`src/rtl/core/smb_pkg.sv`:
```
// Package for the session mailbox slot: opcodes, status and phase codes,
// default widths and the control struct handed from the core to the response buffer.
// No dependencies.
package smb_pkg;

    localparam int PAYLOAD_WIDTH_DEF = 32;
    localparam int ID_WIDTH_DEF      = 16;
    localparam int SESSION_WIDTH     = 32;

    typedef enum logic [2:0] {
        OP_ENABLE       = 3'd0,
        OP_DISABLE      = 3'd1,
        OP_CONNECT      = 3'd2,
        OP_DISCONNECT   = 3'd3,
        OP_SUBMIT       = 3'd4,
        OP_TAKE_REQUEST = 3'd5,
        OP_COMPLETE     = 3'd6,
        OP_TAKE_REPLY   = 3'd7
    } opcode_t;

    typedef enum logic [1:0] {
        ST_OK        = 2'd0,
        ST_CANCELLED = 2'd1,
        ST_BUSY      = 2'd2,
        ST_REFUSED   = 2'd3
    } status_t;

    typedef enum logic [1:0] {
        PH_IDLE    = 2'd0,
        PH_QUEUED  = 2'd1,
        PH_EXEC    = 2'd2,
        PH_REPLIED = 2'd3
    } phase_t;

    typedef struct packed {
        status_t status;
        phase_t  phase;
    } rsp_ctrl_t;

endpackage

```
`src/rtl/core/smb_core.sv`:
```
// Mailbox state and opcode decode: session ownership, slot phase and slot frame.
// Computes one response per accepted transaction. Depends on smb_pkg.
module smb_core
    import smb_pkg::*;
#(
    parameter int PAYLOAD_WIDTH = PAYLOAD_WIDTH_DEF,
    parameter int ID_WIDTH      = ID_WIDTH_DEF
)
(
    input  logic                     clk,
    input  logic                     rst_n,
    input  logic                     accept,
    input  logic [2:0]               opcode,
    input  logic [SESSION_WIDTH-1:0] session_in,
    input  logic [ID_WIDTH-1:0]      frame_id_in,
    input  logic [PAYLOAD_WIDTH-1:0] frame_payload_in,
    output rsp_ctrl_t                rsp_ctrl,
    output logic [SESSION_WIDTH-1:0] rsp_session,
    output logic [ID_WIDTH-1:0]      rsp_frame_id,
    output logic [SESSION_WIDTH-1:0] rsp_frame_session,
    output logic [PAYLOAD_WIDTH-1:0] rsp_frame_payload
);

    logic                     enabled_reg, enabled_next;
    logic [SESSION_WIDTH-1:0] cur_session_reg, cur_session_next;
    logic [SESSION_WIDTH-1:0] last_session_reg, last_session_next;
    phase_t                   phase_reg, phase_next;
    logic [ID_WIDTH-1:0]      slot_id_reg;
    logic [SESSION_WIDTH-1:0] slot_session_reg;
    logic [PAYLOAD_WIDTH-1:0] slot_payload_reg;

    logic                     slot_write;
    logic                     give_frame;
    logic                     connect_op;
    logic [SESSION_WIDTH-1:0] new_session;
    logic [SESSION_WIDTH-1:0] session_inc;
    logic                     session_owned;
    status_t                  status;

    assign session_inc   = last_session_reg + SESSION_WIDTH'(1);
    assign session_owned = (session_in != '0) && (session_in == cur_session_reg);

    always_comb
    begin
        enabled_next      = enabled_reg;
        cur_session_next  = cur_session_reg;
        last_session_next = last_session_reg;
        phase_next        = phase_reg;
        slot_write        = 1'b0;
        give_frame        = 1'b0;
        connect_op        = 1'b0;
        new_session       = '0;
        status            = ST_OK;

        case (opcode_t'(opcode))
            OP_ENABLE:
            begin
                enabled_next = 1'b1;
            end
            OP_DISABLE:
            begin
                enabled_next     = 1'b0;
                cur_session_next = '0;
                if (phase_reg != PH_EXEC)
                    phase_next = PH_IDLE;
            end
            OP_CONNECT:
            begin
                connect_op = 1'b1;
                if (!enabled_reg || cur_session_reg != '0 || phase_reg != PH_IDLE)
                    status = ST_REFUSED;
                else
                begin
                    // skip zero on wrap
                    last_session_next = (session_inc == '0) ? SESSION_WIDTH'(1) : session_inc;
                    cur_session_next  = last_session_next;
                    new_session       = last_session_next;
                end
            end
            OP_DISCONNECT:
            begin
                if (session_owned)
                begin
                    cur_session_next = '0;
                    if (phase_reg != PH_EXEC)
                        phase_next = PH_IDLE;
                end
                else
                    status = ST_REFUSED;
            end
            OP_SUBMIT:
            begin
                if (!enabled_reg || !session_owned)
                    status = ST_CANCELLED;
                else if (phase_reg != PH_IDLE)
                    status = ST_BUSY;
                else
                begin
                    slot_write = 1'b1;
                    phase_next = PH_QUEUED;
                end
            end
            OP_TAKE_REQUEST:
            begin
                if (phase_reg != PH_QUEUED)
                    status = ST_REFUSED;
                else
                begin
                    give_frame = 1'b1;
                    phase_next = PH_EXEC;
                end
            end
            OP_COMPLETE:
            begin
                if (phase_reg != PH_EXEC || slot_id_reg != frame_id_in
                    || slot_session_reg != session_in)
                    status = ST_REFUSED;
                else if (session_in != cur_session_reg)
                begin
                    // owner retired while executing: drop the reply
                    phase_next = PH_IDLE;
                    status     = ST_CANCELLED;
                end
                else
                begin
                    slot_write = 1'b1;
                    phase_next = PH_REPLIED;
                end
            end
            OP_TAKE_REPLY:
            begin
                if (phase_reg != PH_REPLIED || !session_owned)
                    status = ST_REFUSED;
                else
                begin
                    give_frame = 1'b1;
                    phase_next = PH_IDLE;
                end
            end
            default:
            begin
                status = ST_REFUSED;
            end
        endcase
    end

    assign rsp_ctrl.status   = status;
    assign rsp_ctrl.phase    = phase_next;
    assign rsp_session       = connect_op ? new_session : cur_session_next;
    assign rsp_frame_id      = give_frame ? slot_id_reg      : '0;
    assign rsp_frame_session = give_frame ? slot_session_reg : '0;
    assign rsp_frame_payload = give_frame ? slot_payload_reg : '0;

    always_ff @(posedge clk or negedge rst_n)
    begin
        if (!rst_n)
        begin
            enabled_reg      <= 1'b0;
            cur_session_reg  <= '0;
            last_session_reg <= '0;
            phase_reg        <= PH_IDLE;
        end
        else if (accept)
        begin
            enabled_reg      <= enabled_next;
            cur_session_reg  <= cur_session_next;
            last_session_reg <= last_session_next;
            phase_reg        <= phase_next;
        end
    end

    always_ff @(posedge clk)
    begin
        if (accept && slot_write)
        begin
            slot_id_reg      <= frame_id_in;
            slot_session_reg <= session_in;
            slot_payload_reg <= frame_payload_in;
        end
    end

endmodule

```
`src/rtl/core/smb_rsp_fifo.sv`:
```
// Two-entry circular response buffer with write and read pointers, so the core keeps
// accepting while a finished response waits. Depends on smb_pkg.
module smb_rsp_fifo
    import smb_pkg::*;
#(
    parameter int PAYLOAD_WIDTH = PAYLOAD_WIDTH_DEF,
    parameter int ID_WIDTH      = ID_WIDTH_DEF
)
(
    input  logic                     clk,
    input  logic                     rst_n,
    input  logic                     push,
    input  rsp_ctrl_t                push_ctrl,
    input  logic [SESSION_WIDTH-1:0] push_session,
    input  logic [ID_WIDTH-1:0]      push_frame_id,
    input  logic [SESSION_WIDTH-1:0] push_frame_session,
    input  logic [PAYLOAD_WIDTH-1:0] push_frame_payload,
    output logic                     full,
    output logic                     out_valid,
    input  logic                     out_stall,
    output rsp_ctrl_t                out_ctrl,
    output logic [SESSION_WIDTH-1:0] out_session,
    output logic [ID_WIDTH-1:0]      out_frame_id,
    output logic [SESSION_WIDTH-1:0] out_frame_session,
    output logic [PAYLOAD_WIDTH-1:0] out_frame_payload
);

    rsp_ctrl_t                ctrl_reg          [2];
    logic [SESSION_WIDTH-1:0] session_reg       [2];
    logic [ID_WIDTH-1:0]      frame_id_reg      [2];
    logic [SESSION_WIDTH-1:0] frame_session_reg [2];
    logic [PAYLOAD_WIDTH-1:0] frame_payload_reg [2];

    logic       wr_ptr_reg, wr_ptr_next;
    logic       rd_ptr_reg, rd_ptr_next;
    logic [1:0] count_reg, count_next;
    logic       pop;

    assign full      = (count_reg == 2'd2);
    assign out_valid = (count_reg != 2'd0);
    assign pop       = out_valid && !out_stall;

    always_comb
    begin
        wr_ptr_next = push ? ~wr_ptr_reg : wr_ptr_reg;
        rd_ptr_next = pop  ? ~rd_ptr_reg : rd_ptr_reg;
        count_next  = count_reg;
        if (push && !pop)
            count_next = count_reg + 2'd1;
        else if (pop && !push)
            count_next = count_reg - 2'd1;
    end

    always_ff @(posedge clk or negedge rst_n)
    begin
        if (!rst_n)
        begin
            wr_ptr_reg <= 1'b0;
            rd_ptr_reg <= 1'b0;
            count_reg  <= 2'd0;
        end
        else
        begin
            wr_ptr_reg <= wr_ptr_next;
            rd_ptr_reg <= rd_ptr_next;
            count_reg  <= count_next;
        end
    end

    always_ff @(posedge clk)
    begin
        if (push)
        begin
            ctrl_reg[wr_ptr_reg]          <= push_ctrl;
            session_reg[wr_ptr_reg]       <= push_session;
            frame_id_reg[wr_ptr_reg]      <= push_frame_id;
            frame_session_reg[wr_ptr_reg] <= push_frame_session;
            frame_payload_reg[wr_ptr_reg] <= push_frame_payload;
        end
    end

    assign out_ctrl          = ctrl_reg[rd_ptr_reg];
    assign out_session       = session_reg[rd_ptr_reg];
    assign out_frame_id      = frame_id_reg[rd_ptr_reg];
    assign out_frame_session = frame_session_reg[rd_ptr_reg];
    assign out_frame_payload = frame_payload_reg[rd_ptr_reg];

endmodule

```
`src/rtl/core/session_mailbox_slot.sv`:
```
// Top level of the session mailbox slot: decode core plus response buffer.
// Depends on smb_pkg, smb_core and smb_rsp_fifo.
//
//   Channel   Handshake            Fields
//   request   in_valid / in_stall  opcode, session_in, frame_id_in, frame_payload_in
//   response  out_valid/out_stall  status, session_out, frame_id_out,
//                                  frame_session_out, frame_payload_out, phase_out
//
// One transaction per cycle while in_stall is low; each accepted request yields one
// response, held in the single register stage after the opcode decode.
// Reset clears the session, the enable flag and the slot phase at once.
// A two-entry response buffer absorbs a stall; in_stall rises only when both
// entries hold responses not yet taken.
module session_mailbox_slot
    import smb_pkg::*;
#(
    parameter int PAYLOAD_WIDTH = PAYLOAD_WIDTH_DEF,
    parameter int ID_WIDTH      = ID_WIDTH_DEF
)
(
    input  logic                     clk,
    input  logic                     rst_n,
    input  logic                     in_valid,
    output logic                     in_stall,
    input  logic [2:0]               opcode,
    input  logic [SESSION_WIDTH-1:0] session_in,
    input  logic [ID_WIDTH-1:0]      frame_id_in,
    input  logic [PAYLOAD_WIDTH-1:0] frame_payload_in,
    output logic                     out_valid,
    input  logic                     out_stall,
    output logic [1:0]               status,
    output logic [SESSION_WIDTH-1:0] session_out,
    output logic [ID_WIDTH-1:0]      frame_id_out,
    output logic [SESSION_WIDTH-1:0] frame_session_out,
    output logic [PAYLOAD_WIDTH-1:0] frame_payload_out,
    output logic [1:0]               phase_out
);

    logic                     accept;
    logic                     buf_full;
    rsp_ctrl_t                rsp_ctrl;
    rsp_ctrl_t                out_ctrl;
    logic [SESSION_WIDTH-1:0] rsp_session;
    logic [ID_WIDTH-1:0]      rsp_frame_id;
    logic [SESSION_WIDTH-1:0] rsp_frame_session;
    logic [PAYLOAD_WIDTH-1:0] rsp_frame_payload;

    assign in_stall = buf_full;
    assign accept   = in_valid && !buf_full;

    smb_core #(
        .PAYLOAD_WIDTH (PAYLOAD_WIDTH),
        .ID_WIDTH      (ID_WIDTH)
    ) u_core (
        .clk               (clk),
        .rst_n             (rst_n),
        .accept            (accept),
        .opcode            (opcode),
        .session_in        (session_in),
        .frame_id_in       (frame_id_in),
        .frame_payload_in  (frame_payload_in),
        .rsp_ctrl          (rsp_ctrl),
        .rsp_session       (rsp_session),
        .rsp_frame_id      (rsp_frame_id),
        .rsp_frame_session (rsp_frame_session),
        .rsp_frame_payload (rsp_frame_payload)
    );

    smb_rsp_fifo #(
        .PAYLOAD_WIDTH (PAYLOAD_WIDTH),
        .ID_WIDTH      (ID_WIDTH)
    ) u_rsp_fifo (
        .clk                (clk),
        .rst_n              (rst_n),
        .push               (accept),
        .push_ctrl          (rsp_ctrl),
        .push_session       (rsp_session),
        .push_frame_id      (rsp_frame_id),
        .push_frame_session (rsp_frame_session),
        .push_frame_payload (rsp_frame_payload),
        .full               (buf_full),
        .out_valid          (out_valid),
        .out_stall          (out_stall),
        .out_ctrl           (out_ctrl),
        .out_session        (session_out),
        .out_frame_id       (frame_id_out),
        .out_frame_session  (frame_session_out),
        .out_frame_payload  (frame_payload_out)
    );

    assign status    = out_ctrl.status;
    assign phase_out = out_ctrl.phase;

endmodule
```
`config.mk`:
```
export PLATFORM = sky130hd
export DESIGN_NAME = session_mailbox_slot
export DESIGN_NICKNAME = d
export VERILOG_FILES = /design/src/rtl/core/smb_pkg.sv /design/src/rtl/core/smb_core.sv /design/src/rtl/core/smb_rsp_fifo.sv /design/src/rtl/core/session_mailbox_slot.sv
export SDC_FILE = /design/constraint.sdc
export NUM_CORES = 1
export LEC_CHECK = 0
export BUFFER_PORTS_ARGS = -buffer_cell sky130_fd_sc_hd__buf_2
export CAP_MARGIN = 10
export CORE_UTILIZATION = 45
export CTS_BUF_LIST = sky130_fd_sc_hd__clkbuf_8
export DETAILED_ROUTE_END_ITERATION = 16
export GPL_TIMING_DRIVEN = 0
export MAX_ROUTING_LAYER = met4
export PLACE_DENSITY = 0.65
export SYNTH_ARGS = -nofsm -noshare
export SYNTH_HDL_FRONTEND = slang
export SYNTH_SLANG_ARGS = --single-unit
```
`constraint.sdc`:
```
create_clock -name clk -period 9.9 [get_ports clk]
set_clock_uncertainty 0.2 [all_clocks]
set_input_delay 0 -clock clk [delete_from_list [all_inputs] [get_ports clk]]
set_output_delay 0 -clock clk [all_outputs]
set_load 0.005 [all_outputs]
```
# Yosys cells after proc, flatten, opt, wreduce, memory -nomap -nowiden
# Memory sizes are Yosys's and may differ from the RTL's.
# Cells that the tools add are included.
[word_totals]
register_bits = 151
ram_bits = 232
inputBits = 87
output_inout_bits = 118
elab_cells = 106
n_memories = 5
[op_classes]
addsub = 3
eq_ne = 15
n_mux = 42
n_bitwise = 3
reduce_logical = 28
[memory_table]
columns = ["memory", "depth", "word_bits", "read_ports", "rd_ports_with_merged_regs", "wr", "line_no", "text"]
rows = [
  ["u_rsp_fifo.frame_payload_reg", 2, 32, 1, 0, 1, "smb_rsp_fifo.sv:32", "logic [PAYLOAD_WIDTH-1:0] frame_payload_reg [2];"],
  ["u_rsp_fifo.frame_session_reg", 2, 32, 1, 0, 1, "smb_rsp_fifo.sv:31", "logic [SESSION_WIDTH-1:0] frame_session_reg [2];"],
  ["u_rsp_fifo.session_reg", 2, 32, 1, 0, 1, "smb_rsp_fifo.sv:29", "logic [SESSION_WIDTH-1:0] session_reg [2];"],
  ["u_rsp_fifo.frame_id_reg", 2, 16, 1, 0, 1, "smb_rsp_fifo.sv:30", "logic [ID_WIDTH-1:0] frame_id_reg [2];"],
  ["u_rsp_fifo.ctrl_reg", 2, 4, 1, 0, 1, "smb_rsp_fifo.sv:28", "rsp_ctrl_t ctrl_reg [2];"],
]
[ops]
columns = ["op", "count"]
rows = [
  ["2-to-1 mux 32 bit", 8],
  ["case mux 32 bit (3 select lines)", 1],
  ["inequality test 32 bit", 2],
  ["nonzero test 32 bit", 2],
  ["2-to-1 mux 2 bit", 17],
  ["adder 32 x 1 -> 32 bit (second input constant)", 1],
  ["== test 32 bit", 1],
  ["logical NOT 32 bit", 1],
  ["case mux 2 bit (6 select lines)", 2],
  ["2-to-1 mux 16 bit", 1],
  ["inequality test 16 bit", 1],
  ["== test 3 bit (second input constant)", 4],
  ["2-to-1 mux 1 bit", 10],
  ["nonzero test 2 bit", 4],
  ["== test 3 x 2 -> 1 bit (second input constant)", 2],
  ["logical AND 1 bit", 6],
  ["logical NOT 1 bit", 6],
  ["logical OR 1 bit", 6],
  ["case mux 1 bit (2 select lines)", 3],
  ["inequality test 2 bit (second input constant)", 2],
  ["== test 3 x 1 -> 1 bit (second input constant)", 1],
  ["logical NOT 3 bit", 1],
  ["inverter 1 bit", 3],
  ["AND reduction 3 bit", 1],
  ["5 further kinds", 5],
]

# Logic depth before layout (Yosys ltp)
[depth]
word_depth = 7
ltp_mapped = 10
depth_no_buf = 9

# By module
# From an unflattened synthesis, not the netlist that was laid out.
[unflattened]
cells_unflattened = 1223
hier_area_um2 = 17120.2
[modules_own_cells]
columns = ["module", "instances", "cells_per_inst", "area_each_um2"]
rows = [
  ["smb_rsp_fifo", 1, 377, 8673.3],
  ["smb_core", 1, 845, 8433.1],
  ["session_mailbox_slot", 1, 1, 13.8],
]

# Worst setup path before layout
# OpenSTA, ideal clock, no wires.
[synth_timing]
path_type = "reg-to-reg"
from = "reg u_core.cur_session_reg[19]"
to = "reg u_core.slot_id_reg[0], enable pin"
setup_ps = 637
arrival_time_ps = 7496
setup_slack_ps = 1567
stages_incl_launch_ff = 8
n_path_buf = 0
path_cell_list = "dfrtp_1 > xor2_1 > nor4_1 > nand4_1 > nor3_2 > and3_1 > nand2_1 > a211oi_1"
[synth_via]
elab_chain_cells = 7
[synth_rtl]
columns = ["item", "line_no", "text"]
rows = [
  ["start, declared", "smb_core.sv:25", "logic [SESSION_WIDTH-1:0] cur_session_reg, cur_session_next;"],
  ["start signal, assigned", "smb_core.sv:166", "cur_session_reg <= cur_session_next;"],
  ["== test 32 bit", "smb_core.sv:41", "assign session_owned = (session_in != '0) && (session_in == cur_session_reg);"],
  ["logical AND 1 bit", "smb_core.sv:41", ""],
  ["logical NOT 1 bit", "smb_core.sv:93", "if (!enabled_reg || !session_owned)"],
  ["logical OR 1 bit", "smb_core.sv:93", ""],
  ["2-to-1 mux 1 bit", "smb_core.sv:93", ""],
  ["case mux 1 bit (2 select lines) (*)", "smb_core.sv:55", "case (opcode_t'(opcode))"],
  ["logical AND 1 bit (*)", "smb_core.sv:174", "if (accept && slot_write)"],
  ["end signal, assigned", "smb_core.sv:176", "slot_id_reg <= frame_id_in;"],
  ["end, declared", "smb_core.sv:28", "logic [ID_WIDTH-1:0] slot_id_reg;"],
]
# Every way passes the cells marked *; elsewhere a longest branch is shown, timed or not.
# A chain may end at the register's enable or synchronous reset.

# Final worst setup path
[layout_timing]
from = "reg u_core.phase_reg[1]"
to = "reg u_core.slot_payload_reg[12], enable pin"
[layout_via]
elab_chain_cells = 6
[layout_rtl]
columns = ["item", "line_no", "text"]
rows = [
  ["start, declared", "smb_core.sv:27", "phase_t phase_reg, phase_next;"],
  ["start signal, assigned", "smb_core.sv:168", "phase_reg <= phase_next;"],
  ["inequality test 2 bit", "smb_core.sv:115", "if (phase_reg != PH_EXEC || slot_id_reg != frame_id_in"],
  ["logical OR 1 bit", "smb_core.sv:115", ""],
  ["logical OR 1 bit", "smb_core.sv:116", "|| slot_session_reg != session_in)"],
  ["2-to-1 mux 1 bit", "smb_core.sv:115", ""],
  ["case mux 1 bit (2 select lines) (*)", "smb_core.sv:55", ""],
  ["logical AND 1 bit (*)", "smb_core.sv:174", ""],
  ["end signal, assigned", "smb_core.sv:178", "slot_payload_reg <= frame_payload_in;"],
  ["end, declared", "smb_core.sv:30", "logic [PAYLOAD_WIDTH-1:0] slot_payload_reg;"],
]
# Marked as above.

==> impl_metrics.env <==
export IMPL_status="finished clean"
export IMPL_io_pins=205
export IMPL_cts_tree="done"
export IMPL_ys_types=62
export IMPL_antenna_found_initial=3
export IMPL_syn_area_per_cell_um2=13.9
export IMPL_max_freq_ghz=0.255
export IMPL_p_leak_nw=8.29
export IMPL_gp_congestion=0.871
export IMPL_die_w_um=195
export IMPL_grt_max_degree=50
export IMPL_path_clk_slew_ns=0.07
export IMPL_nets=1735
export IMPL_setup_viol=0
export IMPL_grt_pass1_wl_mm=66.9
export IMPL_min_period_ns=3.91
export IMPL_cts_sinks=383
export IMPL_endpoint_kind="flop"
export IMPL_p_total_mw=4.48
export IMPL_relSlewSlack_pct=40.6
export IMPL_hold_path_class="in -> reg"
export IMPL_drt_first_pass_iters=5
export IMPL_place_hpwl_mm=30.3
export IMPL_synth_warning_count=0
export IMPL_antenna_left=0
export IMPL_timing_final_crit_share_pct=39.5
export IMPL_viasPerCell=5.25
export IMPL_seq_area_frac_synth_pct=66.5
export IMPL_slew_viol_final=0
export IMPL_syn_to_final_growth_pct=28.2
export IMPL_rows=70
export IMPL_die_area_mm2=0.0380
export IMPL_tightestPinTransition_ns=0.891
export IMPL_synth_edf_count=312
export IMPL_async_flop_share_pct=18.5
export IMPL_synth_top_area_share_pct=55.9
export IMPL_start_util_pct=45.8
export IMPL_worstPathMaxFanout=18
export IMPL_yosys_register_bits=383
export IMPL_drive_gt1_share_pct=27.2
export IMPL_wirelength_mm=43.8
export IMPL_wl_per_cell_um=20.2
export IMPL_cts_buffers_inserted=60
export IMPL_cts_setup_buffers=0
export IMPL_arrival_ns=4.04
export IMPL_die_y_um=195
export IMPL_first_global_vias=11700
export IMPL_grt_overflow_total=0
export IMPL_drt_iter0_drc=657
export IMPL_clk_path_buf_depth=3
export IMPL_syn_area_mm2=0.0168
export IMPL_portBuffers=203
export IMPL_synth_main_ff_cell="edfxtp_1"
export IMPL_root_buffer="clkbuf_8"
export IMPL_mostFrequentLayoutCells="312 x edfxtp_1, 204 x buf_2, 164 x dlygate4sd3_1, 116 x mux2_2, 105 x nand2_1"
export IMPL_fp_coreArea_mm2=0.0366
export IMPL_synthCells=1202
export IMPL_required_ns=10.03
export IMPL_final_common_cell="edfxtp_1"
export IMPL_ir_drop_uv=105
export IMPL_synth_nets=1291
export IMPL_grtUsageTotal_pct=23.7
export IMPL_htree_levels=2
export IMPL_cp_start_kind="flop"
export IMPL_grt_setup_unrepaired="false"
export IMPL_powerDensity_mw_per_mm2=209
export IMPL_synth_area_leaders="edfxtp_1 56%, dfrtp_1 11%, mux2_2 7.8%"
export IMPL_path_class="reg -> reg"
export IMPL_yosys_area_top_type="edfxtp_1"
export IMPL_cap_viol_max_count=0
export IMPL_holdWs_ns=0.0344
export IMPL_clock_latency_ns=0.63
export IMPL_drc=0
export IMPL_finalHoldViolCount=0
export IMPL_dr_total_vias=11400
Yosys cell counts, types with 2 or more instances:
cell type / n
edfxtp_1: 312
clkbuf_2: 10
buf_2: 2
or3_1: 4
o2111ai_1: 4
xor2_1: 77
nand3_1: 22
a2111oi_0: 2
buf_6: 9
o31ai_1: 3
nand4_1: 22
and4_2: 2
a21o_1: 2
nand2b_1: 16
clkbuf_1: 33
nand3b_1: 2
inv_1: 17
mux2_2: 116
and2_1: 82
a41o_1: 2
dfrtp_1: 71
nor2b_1: 7
and4_1: 2
or2_2: 5
nor2_1: 41
nor3_1: 17
nand2_1: 105
clkbuf_8: 5
nor4_2: 2
o2111a_1: 3
a21oi_1: 10
o21ai_0: 68
nor3b_1: 3
and3_1: 6
nor4b_1: 2
xnor2_1: 49
ha_1: 2
o21ai_1: 5
a211oi_1: 4
nor4_1: 34
power by group:
group / leakage [nW] / total, mW / internal (mW) / switching, mW
clock: 0.666 / 1.26 / 0.638 / 0.620
combinational: 3.70 / 1.14 / 0.539 / 0.603
sequential: 3.93 / 2.08 / 2.02 / 0.0631
path summary, 6_finish.rpt:
kind                                          from                     endpoint  slack (ns)  cells after the start
max reg2reg                    u_core.phase_reg[1]  u_core.slot_payload_reg[12]        5.99                     10
min                                      out_stall        u_rsp_fifo.rd_ptr_reg        0.03                      4
min in group asynchronous                    rst_n  u_core.last_session_reg[10]        0.17                      4
max                            u_core.phase_reg[1]  u_core.slot_payload_reg[12]        5.99                     10
max in group asynchronous                    rst_n   u_core.cur_session_reg[26]        8.84                      5
min reg2reg                u_rsp_fifo.count_reg[1]      u_rsp_fifo.count_reg[1]        0.31                      1
logic make-up after synthesis:
group	synth area share [%]
AO/OA/AOI/OAI	4.00
XOR/XNOR	6.58
adder cells (fa/ha/maj)	0.149
buffers and inverters	2.54
flip-flops	66.5
multiplexers	7.79
AND/OR/NAND/NOR	12.4
per-stage QoR:
stage / setup TNS, ns / worst slack [ns] / cells / utilization (%) / instance area [um2]
2_1_floorplan: 0 / 1.57 / 1202 / - / 16800
3_3_place_gp: -186.48 / -2.34 / 1873 / 50.2 / 18400
6_report: 0 / 5.99 / 2167 / 58.7 / 21500
4_1_cts: 0 / 5.99 / 2164 / 58.6 / 21500
5_1_grt: 0 / 5.81 / 2167 / 58.7 / 21500
3_5_place_dp: 0 / 6.01 / 1887 / 51.0 / 18700
critical path: stages, from the launching register on:
cell	delay (ns)
dfrtp_1	0.32
clkbuf_1	0.31
nor2b_1	0.35
o2111ai_1	0.16
or4_1	0.46
nor4_1	0.32
nand3_1	0.23
a211oi_4	0.60
buf_8	0.27
buf_8	0.21
buf_16	0.17
cell type report:
cell class / instances / area (um2)
antenna: 3 / 7.51
buffer: 60 / 362
clock buffer: 66 / 908
clock inverter: 46 / 219
fill: 2960 / 15100
inverter: 17 / 63.8
multi-input combinational: 742 / 5220
sequential: 383 / 11100
tap: 468 / 586
timing repair buffer: 382 / 2970
timing repair:
action	4_1_cts	5_1_grt
setup endpoints to repair	0	0
hold endpoints to repair	206	0
hold buffers	165	0
gates resized for setup	0	0
per-layer routing:
| metal | up-vias | wire, um | GRT usage, % |
|---|---|---|---|
| met4 | 0 | 1190 | 7.20 |
| met2 | 340 | 21600 | 39.0 |
| met3 | 80 | 2550 | 4.23 |
| li1 | 5307 | - | - |
| met1 | 5646 | 18500 | 30.0 |
| met5 | - | 0 | - |
No activity file was read; power rests on OpenSTA's default activity.
